[config.mk]
export PLATFORM = sky130hd
export DESIGN_NAME = line_rasterizer_unit
export DESIGN_NICKNAME = d
export VERILOG_FILES = /design/src/rtl/core/lr_pkg.sv /design/src/rtl/core/lr_addr.sv /design/src/rtl/core/lr_walk.sv /design/src/rtl/core/line_rasterizer_unit.sv
export SDC_FILE = /design/constraint.sdc
export NUM_CORES = 1
export LEC_CHECK = 0
export ABC_AREA = 1
export BUFFER_PORTS_ARGS = -buffer_cell sky130_fd_sc_hd__buf_2
export CORE_UTILIZATION = 30
export DETAILED_ROUTE_END_ITERATION = 10
export PLACE_DENSITY = 0.44
export SETUP_SLACK_MARGIN = 0.3
export SYNTH_ARGS = -nofsm -noshare
export SYNTH_HDL_FRONTEND = slang
export SYNTH_SLANG_ARGS = --single-unit
export TNS_END_PERCENT = 100
[constraint.sdc]
create_clock -name clk -period 9.9 [get_ports clk]
set_input_delay 0.99 -clock clk [delete_from_list [all_inputs] [get_ports clk]]
set_output_delay 0.99 -clock clk [all_outputs]
set_load 0.05 [all_outputs]
[src/rtl/core/lr_pkg.sv]
// Shared types and constants for the line rasterizer.
`timescale 1ns / 1ps
package lr_pkg;

  localparam int ADDR_W     = 32;
  localparam int COLOUR_W   = 32;
  localparam int PITCH_W    = 13;
  localparam int CFG_DATA_W = 32;
  localparam int CFG_IDX_W  = 1;

  localparam logic [PITCH_W-1:0] PITCH_RESET = 13'd1024;
  localparam logic [ADDR_W-1:0]  BASE_RESET  = 32'd0;

  typedef enum logic [0:0] {
    CMD_START   = 1'b0,
    CMD_ADVANCE = 1'b1
  } cmd_t;

  typedef enum logic [CFG_IDX_W-1:0] {
    CFG_FRAME_BASE = 1'b0,
    CFG_LINE_PITCH = 1'b1
  } cfg_reg_t;

  typedef struct packed {
    logic valid;
    logic last;
  } walk_status_t;

endpackage

[src/rtl/core/lr_addr.sv]
// Framebuffer byte address: base + 4*pitch*y + 4*x, modulo 2^32.
`timescale 1ns / 1ps
module lr_addr #(
  parameter int COORD_BITS = 12
) (
  input  logic [COORD_BITS-1:0]      pix_x,
  input  logic [COORD_BITS-1:0]      pix_y,
  input  logic [lr_pkg::PITCH_W-1:0] pitch,
  input  logic [lr_pkg::ADDR_W-1:0]  base,
  output logic [lr_pkg::ADDR_W-1:0]  addr
);
  import lr_pkg::*;

  localparam int PROD_W = PITCH_W + COORD_BITS;

  logic [PROD_W-1:0] row_off;
  logic [ADDR_W-1:0] row_bytes;
  logic [ADDR_W-1:0] col_bytes;

  assign row_off   = PROD_W'(pitch) * PROD_W'(pix_y);
  assign row_bytes = ADDR_W'(row_off) << 2;
  assign col_bytes = ADDR_W'(pix_x) << 2;
  assign addr      = base + row_bytes + col_bytes;

endmodule

[src/rtl/core/lr_walk.sv]
// Bresenham walk state and next-pixel logic.
`timescale 1ns / 1ps
module lr_walk #(
  parameter int COORD_BITS = 12
) (
  input  logic                        clk,
  input  logic                        rst_n,
  input  logic                        fire,
  input  logic                        cmd,
  input  logic [COORD_BITS-1:0]       sx,
  input  logic [COORD_BITS-1:0]       sy,
  input  logic [COORD_BITS-1:0]       ex,
  input  logic [COORD_BITS-1:0]       ey,
  input  logic [lr_pkg::COLOUR_W-1:0] colour,
  output logic [COORD_BITS-1:0]       pix_x,
  output logic [COORD_BITS-1:0]       pix_y,
  output logic [lr_pkg::COLOUR_W-1:0] pix_colour,
  output lr_pkg::walk_status_t        status
);
  import lr_pkg::*;

  localparam int ERR_W = COORD_BITS + 2;

  logic [COORD_BITS-1:0]   cur_x_r, cur_y_r, stop_x_r, stop_y_r, delta_x_r, delta_y_r;
  logic                    step_x_neg_r, step_y_neg_r, active_r;
  logic signed [ERR_W-1:0] error_r;
  logic [COLOUR_W-1:0]     colour_r;

  logic [COORD_BITS-1:0]   cur_x_nxt, cur_y_nxt, stop_x_nxt, stop_y_nxt;
  logic [COORD_BITS-1:0]   delta_x_nxt, delta_y_nxt;
  logic                    step_x_neg_nxt, step_y_neg_nxt;
  logic signed [ERR_W-1:0] error_nxt;

  // start path
  logic                    swap;
  logic [COORD_BITS-1:0]   x0, y0, x1, y1, dx, dy;
  logic signed [ERR_W-1:0] half_dx, half_dy, err_init;

  // advance path
  logic signed [ERR_W-1:0] dx_e, dy_e, neg_dx, err_adv;
  logic                    move_x, move_y;
  logic [COORD_BITS-1:0]   adv_x, adv_y;

  logic is_start, take, last;

  assign is_start = (cmd == CMD_START);

  always_comb begin
    swap     = (sx > ex) || (sy > ey);
    x0       = swap ? ex : sx;
    y0       = swap ? ey : sy;
    x1       = swap ? sx : ex;
    y1       = swap ? sy : ey;
    dx       = (x0 < x1) ? (x1 - x0) : (x0 - x1);
    dy       = (y0 < y1) ? (y1 - y0) : (y0 - y1);
    half_dx  = $signed({2'b00, dx >> 1});
    half_dy  = $signed({2'b00, dy >> 1});
    err_init = (dx > dy) ? half_dx : -half_dy;
  end

  always_comb begin
    dx_e    = $signed({2'b00, delta_x_r});
    dy_e    = $signed({2'b00, delta_y_r});
    neg_dx  = -dx_e;
    move_x  = error_r > neg_dx;
    move_y  = error_r < dy_e;
    err_adv = error_r - (move_x ? dy_e : '0) + (move_y ? dx_e : '0);
    adv_x   = cur_x_r;
    adv_y   = cur_y_r;
    if (move_x) begin
      adv_x = step_x_neg_r ? cur_x_r - 1'b1 : cur_x_r + 1'b1;
    end
    if (move_y) begin
      adv_y = step_y_neg_r ? cur_y_r - 1'b1 : cur_y_r + 1'b1;
    end
  end

  always_comb begin
    if (is_start) begin
      cur_x_nxt      = x0;
      cur_y_nxt      = y0;
      stop_x_nxt     = x1;
      stop_y_nxt     = y1;
      delta_x_nxt    = dx;
      delta_y_nxt    = dy;
      step_x_neg_nxt = !(x0 < x1);
      step_y_neg_nxt = !(y0 < y1);
      error_nxt      = err_init;
    end else begin
      cur_x_nxt      = adv_x;
      cur_y_nxt      = adv_y;
      stop_x_nxt     = stop_x_r;
      stop_y_nxt     = stop_y_r;
      delta_x_nxt    = delta_x_r;
      delta_y_nxt    = delta_y_r;
      step_x_neg_nxt = step_x_neg_r;
      step_y_neg_nxt = step_y_neg_r;
      error_nxt      = err_adv;
    end
  end

  assign take  = fire && (is_start || active_r);
  assign last  = (cur_x_nxt == stop_x_nxt) && (cur_y_nxt == stop_y_nxt);

  assign pix_x        = cur_x_nxt;
  assign pix_y        = cur_y_nxt;
  assign pix_colour   = is_start ? colour : colour_r;
  assign status       = '{valid: take, last: last};

  always_ff @(posedge clk) begin
    if (!rst_n) begin
      active_r     <= 1'b0;
      cur_x_r      <= '0;
      cur_y_r      <= '0;
      stop_x_r     <= '0;
      stop_y_r     <= '0;
      delta_x_r    <= '0;
      delta_y_r    <= '0;
      step_x_neg_r <= 1'b0;
      step_y_neg_r <= 1'b0;
      error_r      <= '0;
      colour_r     <= '0;
    end else if (take) begin
      active_r     <= !last;
      cur_x_r      <= cur_x_nxt;
      cur_y_r      <= cur_y_nxt;
      stop_x_r     <= stop_x_nxt;
      stop_y_r     <= stop_y_nxt;
      delta_x_r    <= delta_x_nxt;
      delta_y_r    <= delta_y_nxt;
      step_x_neg_r <= step_x_neg_nxt;
      step_y_neg_r <= step_y_neg_nxt;
      error_r      <= error_nxt;
      colour_r     <= pix_colour;
    end
  end

endmodule

[src/rtl/core/line_rasterizer_unit.sv]
// Line rasterizer top level: input register, walk, address, result register.
//
//   channel  dir  handshake           payload
//   in_      in   in_valid/in_stall   command, endpoints, colour
//   out_     out  out_valid/out_stall pixel x/y, address, value, last flag
//   cfg_     in   cfg_write_en        cfg_index, cfg_data
//
// One beat per clock in and out unless stalled; a result passes the input register, then the result register.
// Rate is set by the walk update, computed combinationally from the error and position registers.
// Synchronous active-low reset empties both registers and clears the walk state.
// A stalled result holds in the output register; one more beat waits in the input register.
`timescale 1ns / 1ps
module line_rasterizer_unit #(
  parameter int COORD_BITS = 12
) (
  input  logic                          clk,
  input  logic                          rst_n,
  input  logic                          in_valid,
  output logic                          in_stall,
  input  logic                          in_command,
  input  logic [COORD_BITS-1:0]         in_start_x,
  input  logic [COORD_BITS-1:0]         in_start_y,
  input  logic [COORD_BITS-1:0]         in_end_x,
  input  logic [COORD_BITS-1:0]         in_end_y,
  input  logic [lr_pkg::COLOUR_W-1:0]   in_colour,
  output logic                          out_valid,
  input  logic                          out_stall,
  output logic [COORD_BITS-1:0]         out_pixel_x,
  output logic [COORD_BITS-1:0]         out_pixel_y,
  output logic [lr_pkg::ADDR_W-1:0]     out_pixel_address,
  output logic [lr_pkg::COLOUR_W-1:0]   out_pixel_value,
  output logic                          out_last_pixel,
  input  logic                          cfg_write_en,
  input  logic [lr_pkg::CFG_IDX_W-1:0]  cfg_index,
  input  logic [lr_pkg::CFG_DATA_W-1:0] cfg_data
);
  import lr_pkg::*;

  logic [ADDR_W-1:0]  frame_base_r;
  logic [PITCH_W-1:0] line_pitch_r;

  logic                  s1_valid_r, s1_cmd_r;
  logic [COORD_BITS-1:0] s1_sx_r, s1_sy_r, s1_ex_r, s1_ey_r;
  logic [COLOUR_W-1:0]   s1_colour_r;

  logic                  out_valid_r, out_last_r;
  logic [COORD_BITS-1:0] out_x_r, out_y_r;
  logic [ADDR_W-1:0]     out_addr_r;
  logic [COLOUR_W-1:0]   out_value_r;

  logic                  out_free, s1_fire, in_take;
  logic [COORD_BITS-1:0] pix_x, pix_y;
  logic [COLOUR_W-1:0]   pix_colour;
  logic [ADDR_W-1:0]     pix_addr;
  walk_status_t          status;

  assign out_free = !out_valid_r || !out_stall;
  assign s1_fire  = s1_valid_r && out_free;
  assign in_stall = s1_valid_r && !out_free;
  assign in_take  = in_valid && !in_stall;

  always_ff @(posedge clk) begin
    if (!rst_n) begin
      frame_base_r <= BASE_RESET;
      line_pitch_r <= PITCH_RESET;
    end else if (cfg_write_en) begin
      case (cfg_index)
        CFG_FRAME_BASE: frame_base_r <= cfg_data[ADDR_W-1:0];
        CFG_LINE_PITCH: line_pitch_r <= cfg_data[PITCH_W-1:0];
        default: ;
      endcase
    end
  end

  always_ff @(posedge clk) begin
    if (!rst_n) begin
      s1_valid_r <= 1'b0;
    end else if (in_take) begin
      s1_valid_r <= 1'b1;
    end else if (s1_fire) begin
      s1_valid_r <= 1'b0;
    end
  end

  always_ff @(posedge clk) begin
    if (in_take) begin
      s1_cmd_r    <= in_command;
      s1_sx_r     <= in_start_x;
      s1_sy_r     <= in_start_y;
      s1_ex_r     <= in_end_x;
      s1_ey_r     <= in_end_y;
      s1_colour_r <= in_colour;
    end
  end

  lr_walk #(.COORD_BITS(COORD_BITS)) u_walk (
    .clk        (clk),
    .rst_n      (rst_n),
    .fire       (s1_fire),
    .cmd        (s1_cmd_r),
    .sx         (s1_sx_r),
    .sy         (s1_sy_r),
    .ex         (s1_ex_r),
    .ey         (s1_ey_r),
    .colour     (s1_colour_r),
    .pix_x      (pix_x),
    .pix_y      (pix_y),
    .pix_colour (pix_colour),
    .status     (status)
  );

  lr_addr #(.COORD_BITS(COORD_BITS)) u_addr (
    .pix_x (pix_x),
    .pix_y (pix_y),
    .pitch (line_pitch_r),
    .base  (frame_base_r),
    .addr  (pix_addr)
  );

  always_ff @(posedge clk) begin
    if (!rst_n) begin
      out_valid_r <= 1'b0;
    end else if (out_free) begin
      out_valid_r <= status.valid;
    end
  end

  always_ff @(posedge clk) begin
    if (status.valid) begin
      out_x_r     <= pix_x;
      out_y_r     <= pix_y;
      out_addr_r  <= pix_addr;
      out_value_r <= pix_colour;
      out_last_r  <= status.last;
    end
  end

  assign out_valid         = out_valid_r;
  assign out_pixel_x       = out_x_r;
  assign out_pixel_y       = out_y_r;
  assign out_pixel_address = out_addr_r;
  assign out_pixel_value   = out_value_r;
  assign out_last_pixel    = out_last_r;

endmodule

==> results of run 1 <==
[cell type report]
class / instances / area, um^2
Fill cell: 9083 / 54300
Multi-Input combinational cell: 2229 / 14600
Sequential cell: 338 / 8470
Inverter: 588 / 2220
Timing Repair Buffer: 268 / 1560
Tap cell: 1134 / 1420
Clock buffer: 54 / 1180
Clock inverter: 28 / 260
Antenna cell: 1 / 2.50
[synthesized netlist by cell type (2+ instances only)]
| master | number |
|---|---|
| nand2_1 | 688 |
| inv_1 | 574 |
| o21ai_0 | 283 |
| a21oi_1 | 262 |
| nor2_1 | 211 |
| ha_1 | 203 |
| edfxtp_1 | 170 |
| dfxtp_1 | 168 |
| fa_1 | 137 |
| nand3_1 | 119 |
| xor2_1 | 87 |
| clkbuf_1 | 80 |
| o21ai_1 | 47 |
| xnor2_1 | 38 |
| o211ai_1 | 29 |
| nand2_2 | 19 |
| nand4_1 | 15 |
| nor3_1 | 15 |
| buf_1 | 14 |
| buf_6 | 10 |
| o21bai_1 | 10 |
| inv_2 | 9 |
| buf_4 | 8 |
| a21oi_2 | 6 |
| buf_2 | 6 |
| or2_2 | 6 |
| a21o_1 | 5 |
| clkinv_1 | 5 |
| a31oi_1 | 4 |
| nand3b_1 | 4 |
| o22ai_1 | 4 |
| a21boi_0 | 3 |
| nand3_2 | 3 |
| nor2_2 | 3 |
| o21ai_2 | 3 |
| o31ai_1 | 3 |
| or2_1 | 3 |
| a211oi_1 | 2 |
| nor2_4 | 2 |
| o21a_1 | 2 |
| o221ai_1 | 2 |
[worst max-delay path, delay by kind of cell (launching register included)]
kind                     cells  cell delay (ps)
adder cells (fa/ha/maj)      9             3790
buffers and inverters        9              910
flip-flops                   1              440
AO/OA/AOI/OAI               11             1700
XOR/XNOR                     2              290
AND/OR/NAND/NOR             17             1680
[cell usage in the layout, fill, tap and decap left out, drive strengths merged]
cell	Yosys	routed
o221ai	2	2
clkbuf	80	55
o21a	2	2
nand2	708	709
nor2	216	216
o21ai	333	333
fa	137	137
o2111ai	1	1
clkinv	5	25
a21o	5	5
o21bai	10	10
o22ai	4	4
o211ai	30	30
and3	1	1
or2	9	9
diode	0	1
clkinvlp	0	6
bufinv	0	3
a21boi	4	4
nor3b	1	1
ha	203	203
and2	1	1
a21oi	268	268
a31oi	4	4
inv	583	582
nor3	16	16
nor4	1	1
xor2	87	87
nand3b	4	4
o31ai	4	4
nand4	15	15
xnor2	38	38
edfxtp	170	170
a211oi	2	2
nand3	122	122
buf	39	267
dfxtp	168	168
[registers in the layout, indices dropped and copies added, names as in the netlist, 13 cells and up]
name,count
frame_base_r,32
out_pixel_address,32
out_pixel_value,32
s1_colour_r,32
u_walk.colour_r,32
u_walk.error_r,14
line_pitch_r,13
[worst max path at each step]
stage	start	to	slack (ps)
after global placement	s1_sx_r[11]	out_pixel_address[31]	290
after detailed placement	s1_sy_r[5]	out_pixel_address[31]	140
after global routing	s1_sx_r[11]	out_pixel_address[30]	270
after floorplan	s1_sy_r[7]	out_pixel_address[30]	1180
after CTS	s1_sy_r[5]	out_pixel_address[31]	330
final	s1_sx_r[11]	out_pixel_address[31]	820
[where the power goes]
part | leakage (nW) | internal, W | switching (W) | total, W
registers | 3.00 | 0.00170 | 0.0000679 | 0.00177
logic | 10.7 | 0.00135 | 0.00252 | 0.00387
clock network | 0.702 | 0.000932 | 0.000682 | 0.00161
total | 14.4 | 0.00398 | 0.00327 | 0.00726
[metal layers]
layer,track usage (%),up-vias
li1,-,10912
met5,0.624,-
met2,30.2,367
met4,4.40,2
met1,24.6,10041
met3,2.37,96
[repair_timing]
action,4_1_cts,5_1_grt
pin swaps,0,4
gates cloned,0,2
hold buffers,0,0
gates resized for setup,2,53
endpoints found under the setup margin,2,9
setup buffers,0,9
endpoints found under the hold margin,0,0
[per-stage QoR]
stage	cell area (um^2)	instances	total power [W]	setup slack [ps]	utilization, %
floorplan	25600	3273	0.00455	1180	-
global placement	28000	4546	0.00566	291	33.3
detailed placement	28000	4546	0.00564	141	33.3
CTS	29400	4628	0.00730	328	35.0
global route	29800	4640	0.00788	273	35.4
finish	29800	4640	0.00726	817	35.4
[cell families after synthesis]
group	count (synthesis)	share of synthesized area, %
simple gates	1094	17.4
flops	338	33.0
xor+xnor	125	4.27
compound gates	669	13.9
fa+ha+maj	340	20.6
buf+inv	707	10.8
==> impl_metrics.csv, run 1 <==
group,metric,value,unit
yosys,ys.warnings.count,0,
critical_path,critPathMaxStageDelay,560,ps
routing,dr.pass1.iters,5,
yosys,syn_area,25600,um^2
critical_path,slowest_stage,"fa_1",
pwr,power_density,244,nW/um^2
critical_path,worstSetupPathType,"flip-flop to flip-flop",
grt,grt_pass1_vias,21035,
clock_network,cts_made_buffers,44,
die,chipWidth,294,um
yosys,synth_cells,3273,
routing,highest_layer,"met5",
routing,drtIter0Drc,1056,
clock_network,cts_num_sinks,338,
die,die_area,86700,um^2
die,start_util,30.5,%
yosys,synth_area_leaders,"edfxtp_1 (20%), dfxtp_1 (13%), fa_1 (11%)",
die,io_pins,210,
min_path,hold_class,"flip-flop to flip-flop",
placement,dp_hpwl,60800,um
sta,hold_violations,0,
yosys,synth_edf_count,170,
grt,track_usage,18.1,%
min_path,hold_depth,0,
critical_path,startpoint_type,"flip-flop",
die,die_y,294,um
yosys,synthArstFlopShare,0,%
pwr,peakVddDrop,0.153,mV
critical_path,cp_common_cell,"nand2_1",
min_path,worstHoldEndpoint,"out_pixel_address[1]",
routing,drc,0,
run_status,status,"finished, final reports clean",
yosys,ys_seq_area_share,33.0,%
clock_network,cts-htree-levels,2,
sta,max_freq,110,MHz
routing,dr_total_vias,21418,
clock_network,clk_latency,610,ps
routing,wirelength,78700,um
yosys,synth_seq_cells,338,
critical_path,r2r.worst_path.cells,48,
die,core,84100,um^2
sta,fin_skew,24.3,ps
finish,area_growth,16.0,%
placement,gp_congestion,0.864,
yosys,yosysTopAreaCellShare,19.9,%
sta,finalSetupTns,0,ps
clock_network,path_clk_slew,60,ps
grt,grt_max_degree,86,
grt,grt_remaining_overflow,0,
clock_network,clock-root-buffer,"clkbuf_16",
yosys,synth_flop_cell,"edfxtp_1",
critical_path,required,10260,ps
sta,worst_pin_slew,1160,ps
grt,antenna_found_initial,3,
finish,layout.nets,3928,
job,cap_violations,0,
yosys,syn_avg_cell_area,7.84,um^2
critical_path,end_kind,"flip-flop",
sta,final.period_utilization,91.7,%
critical_path,crit_arrival,9440,ps
sta,drv_slew,0,
critical_path,rrSetupSlack,820,ps
sta,whs,433,ps
min_path,hold_start,"frame_base_r[1]",
critical_path,path_max_fanout,29,
pwr,p_leak,14.4,nW
critical_path,r2r_end,"out_pixel_address[31]",
routing,wire_per_inst,17.0,um
sta,rsz0062_at_grt,"true",
placement,io_buffers,209,
clock_network,clk_path_buf_depth,3,
die,rows,106,
grt,grt_pass1_wl,121000,um
routing,drt-vias-per-instance,4.62,
sta,finalSetupViolCount,0,
sta,relSlewSlack,22.8,%
routing,antenna_left,0,
clock_network,tritoncts,"built",
finish,drive_gt1_share,12.7,%
sta,fin_crit,9080,ps
routing,wl_met1,37700,um
yosys,ys_types,52,
yosys,synth_fp_nets,3732,
critical_path,r2r_start,"s1_sx_r[11]",
routing,dr_wl_met2,36300,um
routing,wl_met3,3020,um
yosys,post-synth-top-area-cell,"edfxtp_1",
No activity file was read; power rests on OpenSTA's default activity.
==> run 2: changes to the inputs <==
--- a/config.mk
+++ b/config.mk
@@ -9,8 +9,7 @@
 export BUFFER_PORTS_ARGS = -buffer_cell sky130_fd_sc_hd__buf_2
 export CORE_UTILIZATION = 30
 export DETAILED_ROUTE_END_ITERATION = 10
-export PLACE_DENSITY = 0.44
-export SETUP_SLACK_MARGIN = 0.3
+export SETUP_SLACK_MARGIN = 0.2
 export SYNTH_ARGS = -nofsm -noshare
 export SYNTH_HDL_FRONTEND = slang
 export SYNTH_SLANG_ARGS = --single-unit
==> impl_metrics.csv, run 2 (synthesis results as in run 1) <==
group,metric,value,unit
run_status,status,"finished, final reports clean",
min_path,hold_class,"flip-flop to flip-flop",
critical_path,rrSetupSlack,760,ps
routing,drtIter0Drc,1597,
sta,finalSetupTns,0,ps
sta,drv_slew,0,
sta,final.period_utilization,92.4,%
placement,gp_congestion,0.887,
routing,wirelength,74700,um
die,die_y,294,um
clock_network,clk_latency,600,ps
critical_path,r2r_end,"out_pixel_address[28]",
routing,dr.pass1.iters,5,
placement,place_inst,4542,
routing,wire_per_inst,16.1,um
routing,drc,0,
critical_path,path_max_fanout,29,
finish,finalNonFillerCells,4628,
grt,track_usage,17.2,%
critical_path,end_kind,"flip-flop",
sta,whs,446,ps
min_path,hold_start,"u_walk.colour_r[2]",
die,rows,106,
sta,hold_violations,0,
critical_path,startpoint_type,"flip-flop",
die,chipWidth,294,um
critical_path,r2r.worst_path.cells,43,
critical_path,r2r_start,"s1_sy_r[7]",
routing,dr_total_vias,21704,
pwr,p_leak,14.4,nW
critical_path,crit_arrival,9470,ps
job,cap_violations,0,
finish,area_growth,15.7,%
sta,fin_skew,47.9,ps
grt,grt_pass1_vias,20614,
critical_path,critPathMaxStageDelay,550,ps
routing,antenna_left,0,
finish,final_common_cell,"nand2_1",
grt,grt_max_degree,83,
die,start_util,30.5,%
clock_network,postCtsHoldBufs,0,
clock_network,clk_path_buf_depth,3,
grt,grt_pass1_wl,116000,um
sta,finalSetupViolCount,0,
finish,drive_gt1_share,12.0,%
die,io_pins,210,
sta,worst_pin_slew,955,ps
critical_path,crit_start,"s1_sy_r[7]",
sta,max_freq,109,MHz
finish,layout.nets,3916,
critical_path,cp_common_cell,"inv_1",
die,die_area,86700,um^2
clock_network,cts_num_sinks,338,
sta,fin_crit,9140,ps
placement,dp_hpwl,57200,um
pwr,power_density,246,nW/um^2
sta,rsz0062_at_grt,"false",
clock_network,path_clk_slew,60,ps
placement,io_buffers,209,
clock_network,tritoncts,"built",
routing,drt-vias-per-instance,4.69,
clock_network,cts_made_buffers,45,
critical_path,slowest_stage,"fa_1",
pwr,peakVddDrop,0.214,mV
grt,antenna_found_initial,3,
min_path,worstHoldEndpoint,"u_walk.colour_r[2]",
die,core,84100,um^2
min_path,hold_depth,2,
critical_path,worstSetupPathType,"flip-flop to flip-flop",
clock_network,cts-htree-levels,2,
finish,final_cell_mix,"nand2_1 (683), inv_1 (568), o21ai_0 (279), a21oi_1 (259), nor2_1 (209)",
critical_path,required,10230,ps
finish,n_antenna_cell,0,
grt,grt_remaining_overflow,0,
clock_network,clock-root-buffer,"clkbuf_16",
sta,relSlewSlack,36.3,%
## run 2: cell types whose count changed in the layout (fill, tap and decap cells not counted), moves of 5 or more
| cell | before | now |
|---|---|---|
| clkinv_2 | 12 | 6 |
| clkinv_1 | 10 | 5 |
| buf_4 | 54 | 45 |
| ha_1 | 191 | 196 |
| ha_4 | 8 | 1 |
| nand2_2 | 28 | 22 |
## run 2: power by group
part | internal (W) | switching (W) | leakage (nW)
Combinational | 0.00133 | 0.00244 | 10.6
Sequential | 0.00170 | 0.0000721 | 3.00
Clock | 0.00107 | 0.000680 | 0.765
## run 2: worst max-delay path, delay by kind of cell, from the launching register on
family / cells / cell delay (ps)
DFF: 1 / 440
adders and majority gates: 9 / 3810
buffers and inverters: 11 / 1080
xor gates and xnor gates: 2 / 350
AOI/OAI and AO/OA: 11 / 2000
and+or+nand+nor: 10 / 1200
## run 2: cell type report
cell class              count  area (um^2)
clock buffers              55         1220
clock inverters            29          384
flip-flops and latches    338         8470
well taps                1134         1420
repair buffers            255         1410
multi-input cells        2229        14500
inverters                 588         2220
fillers                  8946        54400
## run 2: how the worst max path moves through the flow
stage	endpoint	slack (ps)	depth (start not counted)
final	out_pixel_address[28]	760	43
after global routing	out_pixel_address[31]	220	48
after CTS	out_pixel_address[31]	210	47
after detailed placement	out_pixel_address[31]	180	45
after global placement	out_pixel_address[31]	260	45
after floorplan	out_pixel_address[30]	1180	47
## run 2: what timing repair did
| action | in CTS | in global routing |
|---|---|---|
| gates resized for setup | 2 | 36 |
| buffers inserted | 0 | 1 |
| setup endpoints to repair | 1 | 8 |
| pin swaps | 0 | 2 |
| cloned | 0 | 1 |
| endpoints found under the hold margin | 0 | 0 |
## run 2: metrics by stage
step	util, %	setup WS [ps]	area, um^2	power (W)
2_1_floorplan	-	1180	25600	0.00455
3_3_place_gp	33.2	262	27900	0.00551
3_5_place_dp	33.2	181	27900	0.00552
4_1_cts	35.1	210	29500	0.00733
5_1_grt	35.3	219	29700	0.00790
6_report	35.3	756	29700	0.00730
## run 2: per-layer routing
metal | up-vias | wire length (um) | GRT usage, %
met5 | - | 0 | 0
met4 | 0 | 1420 | 3.95
met3 | 84 | 4100 | 2.51
met2 | 529 | 34400 | 28.0
met1 | 10215 | 34800 | 23.8
li1 | 10876 | - | -
==> run 3: changes to the inputs <==
--- a/config.mk
+++ b/config.mk
@@ -6,7 +6,7 @@
 export NUM_CORES = 1
 export LEC_CHECK = 0
 export ABC_AREA = 1
-export BUFFER_PORTS_ARGS = -buffer_cell sky130_fd_sc_hd__buf_2
+export BUFFER_PORTS_ARGS = -buffer_cell sky130_fd_sc_hd__buf_4
 export CORE_UTILIZATION = 30
 export DETAILED_ROUTE_END_ITERATION = 10
 export SETUP_SLACK_MARGIN = 0.2
==> impl_metrics.csv, run 3 (synthesis results as in run 1) <==
group,metric,value,unit
run_status,status,"finished, final reports clean",
sta,fin_skew,44.4,ps
pwr,p_leak,14.5,nW
routing,dr_total_vias,21763,
die,rows,106,
finish,multi_input_area,14600,um^2
sta,rsz0062_at_grt,"false",
critical_path,crit_arrival,9490,ps
placement,dp_hpwl,57900,um
critical_path,end_kind,"flip-flop",
pwr,internal_power,0.00403,W
routing,drtIter0Drc,1529,
clock_network,cts-resized-gates,0,
placement,gp_congestion,0.894,
routing,antenna_left,0,
pwr,clockPowerShare,22.8,%
clock_network,cts-htree-levels,2,
clock_network,clock-root-buffer,"clkbuf_16",
pwr,combPwrFrac,52.6,%
finish,final_cell_mix,"nand2_1 (684), inv_1 (570), o21ai_0 (279), a21oi_1 (259), buf_4 (257)",
critical_path,path_max_fanout,19,
placement,io_buffers,209,
routing,wire_per_inst,16.3,um
sta,worst_pin_slew,1210,ps
pwr,switching_power,0.00319,W
critical_path,critPathMaxStageDelay,540,ps
clock_network,tritoncts,"built",
routing,dr.pass1.iters,6,
pwr,peakVddDrop,0.204,mV
die,core,84100,um^2
sta,relSlewSlack,19.0,%
sta,hold_violations,0,
clock_network,cts_num_sinks,338,
pwr,swShare,44.2,%
finish,regArea,8470,um^2
sta,max_freq,109,MHz
pwr,power_density,240,nW/um^2
critical_path,r2r.worst_path.cells,45,
finish,final_common_cell,"nand2_1",
grt,grt_remaining_overflow,0,
sta,worst_slack,748,ps
critical_path,required,10240,ps
finish,layout.nets,3920,
die,chipWidth,294,um
routing,wirelength,75700,um
min_path,hold_class,"flip-flop to flip-flop",
sta,fin_crit,9150,ps
die,die_y,294,um
critical_path,worstSetupPathType,"flip-flop to flip-flop",
sta,finalSetupViolCount,0,
grt,track_usage,17.3,%
grt,grt_pass1_vias,20971,
min_path,hold_depth,2,
clock_network,clk_path_buf_depth,3,
placement,dp_worst_setup_slack,365,ps
clock_network,postCtsHoldBufs,0,
clock_network,clk_latency,600,ps
routing,drt-vias-per-instance,4.70,
finish,nFillCells,8781,
die,start_util,30.5,%
sta,final.period_utilization,92.4,%
clock_network,path_clk_slew,60,ps
clock_network,cts_made_buffers,45,
pwr,power_frac_seq,24.6,%
finish,drive_gt1_share,11.9,%
job,cap_violations,0,
clock_network,post_cts_buffers,0,
critical_path,cp_common_cell,"nand2_1",
sta,finalSetupTns,0,ps
grt,grt_pass1_wl,117000,um
finish,area_growth,17.5,%
grt,antenna_found_initial,4,
critical_path,slowest_stage,"fa_1",
die,die_area,86700,um^2
sta,drv_slew,0,
die,io_pins,210,
routing,drc,0,
grt,grt_max_degree,82,
critical_path,startpoint_type,"flip-flop",
==> run 3: changes by cell type in the layout (fill, tap and decap cells not counted), sizes merged <==
cell,previous run,this run
clkinv,14,22
clkinvlp,10,5
buf,255,259
bufinv,7,3
clkbuf,55,57
diode,0,2
inv,586,585
==> run 3: final timing paths <==
kind                       start                    end  slack (ps)
max                   s1_sy_r[4]  out_pixel_address[31]         750
min          u_walk.colour_r[13]    u_walk.colour_r[13]         450
max reg2reg           s1_sy_r[4]  out_pixel_address[31]         750
min reg2reg  u_walk.colour_r[13]    u_walk.colour_r[13]         450
==> run 3: worst max-delay path: cells and delay by family, from the launching register on <==
family / cells / cell delay (ps)
buffers and inverters: 7 / 750
AND/OR/NAND/NOR: 17 / 2000
AO/OA/AOI/OAI: 10 / 1500
XOR/XNOR: 2 / 320
flip-flops: 1 / 460
adder cells (fa/ha/maj): 9 / 3820
==> run 3: cell type report <==
cell class,instances,area share (%)
Clock buffer,57,4.06
Multi-Input combinational cell,2229,48.4
Timing Repair Buffer,259,6.50
Sequential cell,338,28.1
Tap cell,1134,4.71
Inverter,588,7.34
Antenna cell,2,0.0166
Clock inverter,27,0.905
==> run 3: metrics by stage <==
stage	std cells	cell area (um^2)	hold slack (ps)	total power, W	utilization [%]
2_1_floorplan	3273	25600	403	0.00455	-
3_3_place_gp	4547	28500	435	0.00555	33.9
3_5_place_dp	4547	28500	440	0.00557	33.9
4_1_cts	4631	30000	448	0.00726	35.6
5_1_grt	4632	30100	461	0.00784	35.8
6_report	4634	30100	448	0.00722	35.8
==> run 3: power by group through the flow <==
stage	sequential [W]	combinational (W)	clock, W
final	0.00178	0.00380	0.00165
after global routing	0.00179	0.00429	0.00176
after CTS	0.00178	0.00379	0.00170
after detailed placement	0.00181	0.00376	0
after global placement	0.00181	0.00374	0
after floorplan	0.00196	0.00260	0
==> run 3: layer usage <==
| layer | vias to the layer above | track usage (%) | wire [um] |
|---|---|---|---|
| li1 | 10898 | - | - |
| met1 | 10201 | 23.8 | 35200 |
| met2 | 551 | 27.8 | 34200 |
| met3 | 111 | 2.94 | 4350 |
| met4 | 2 | 4.98 | 1940 |
| met5 | - | 0 | 9 |
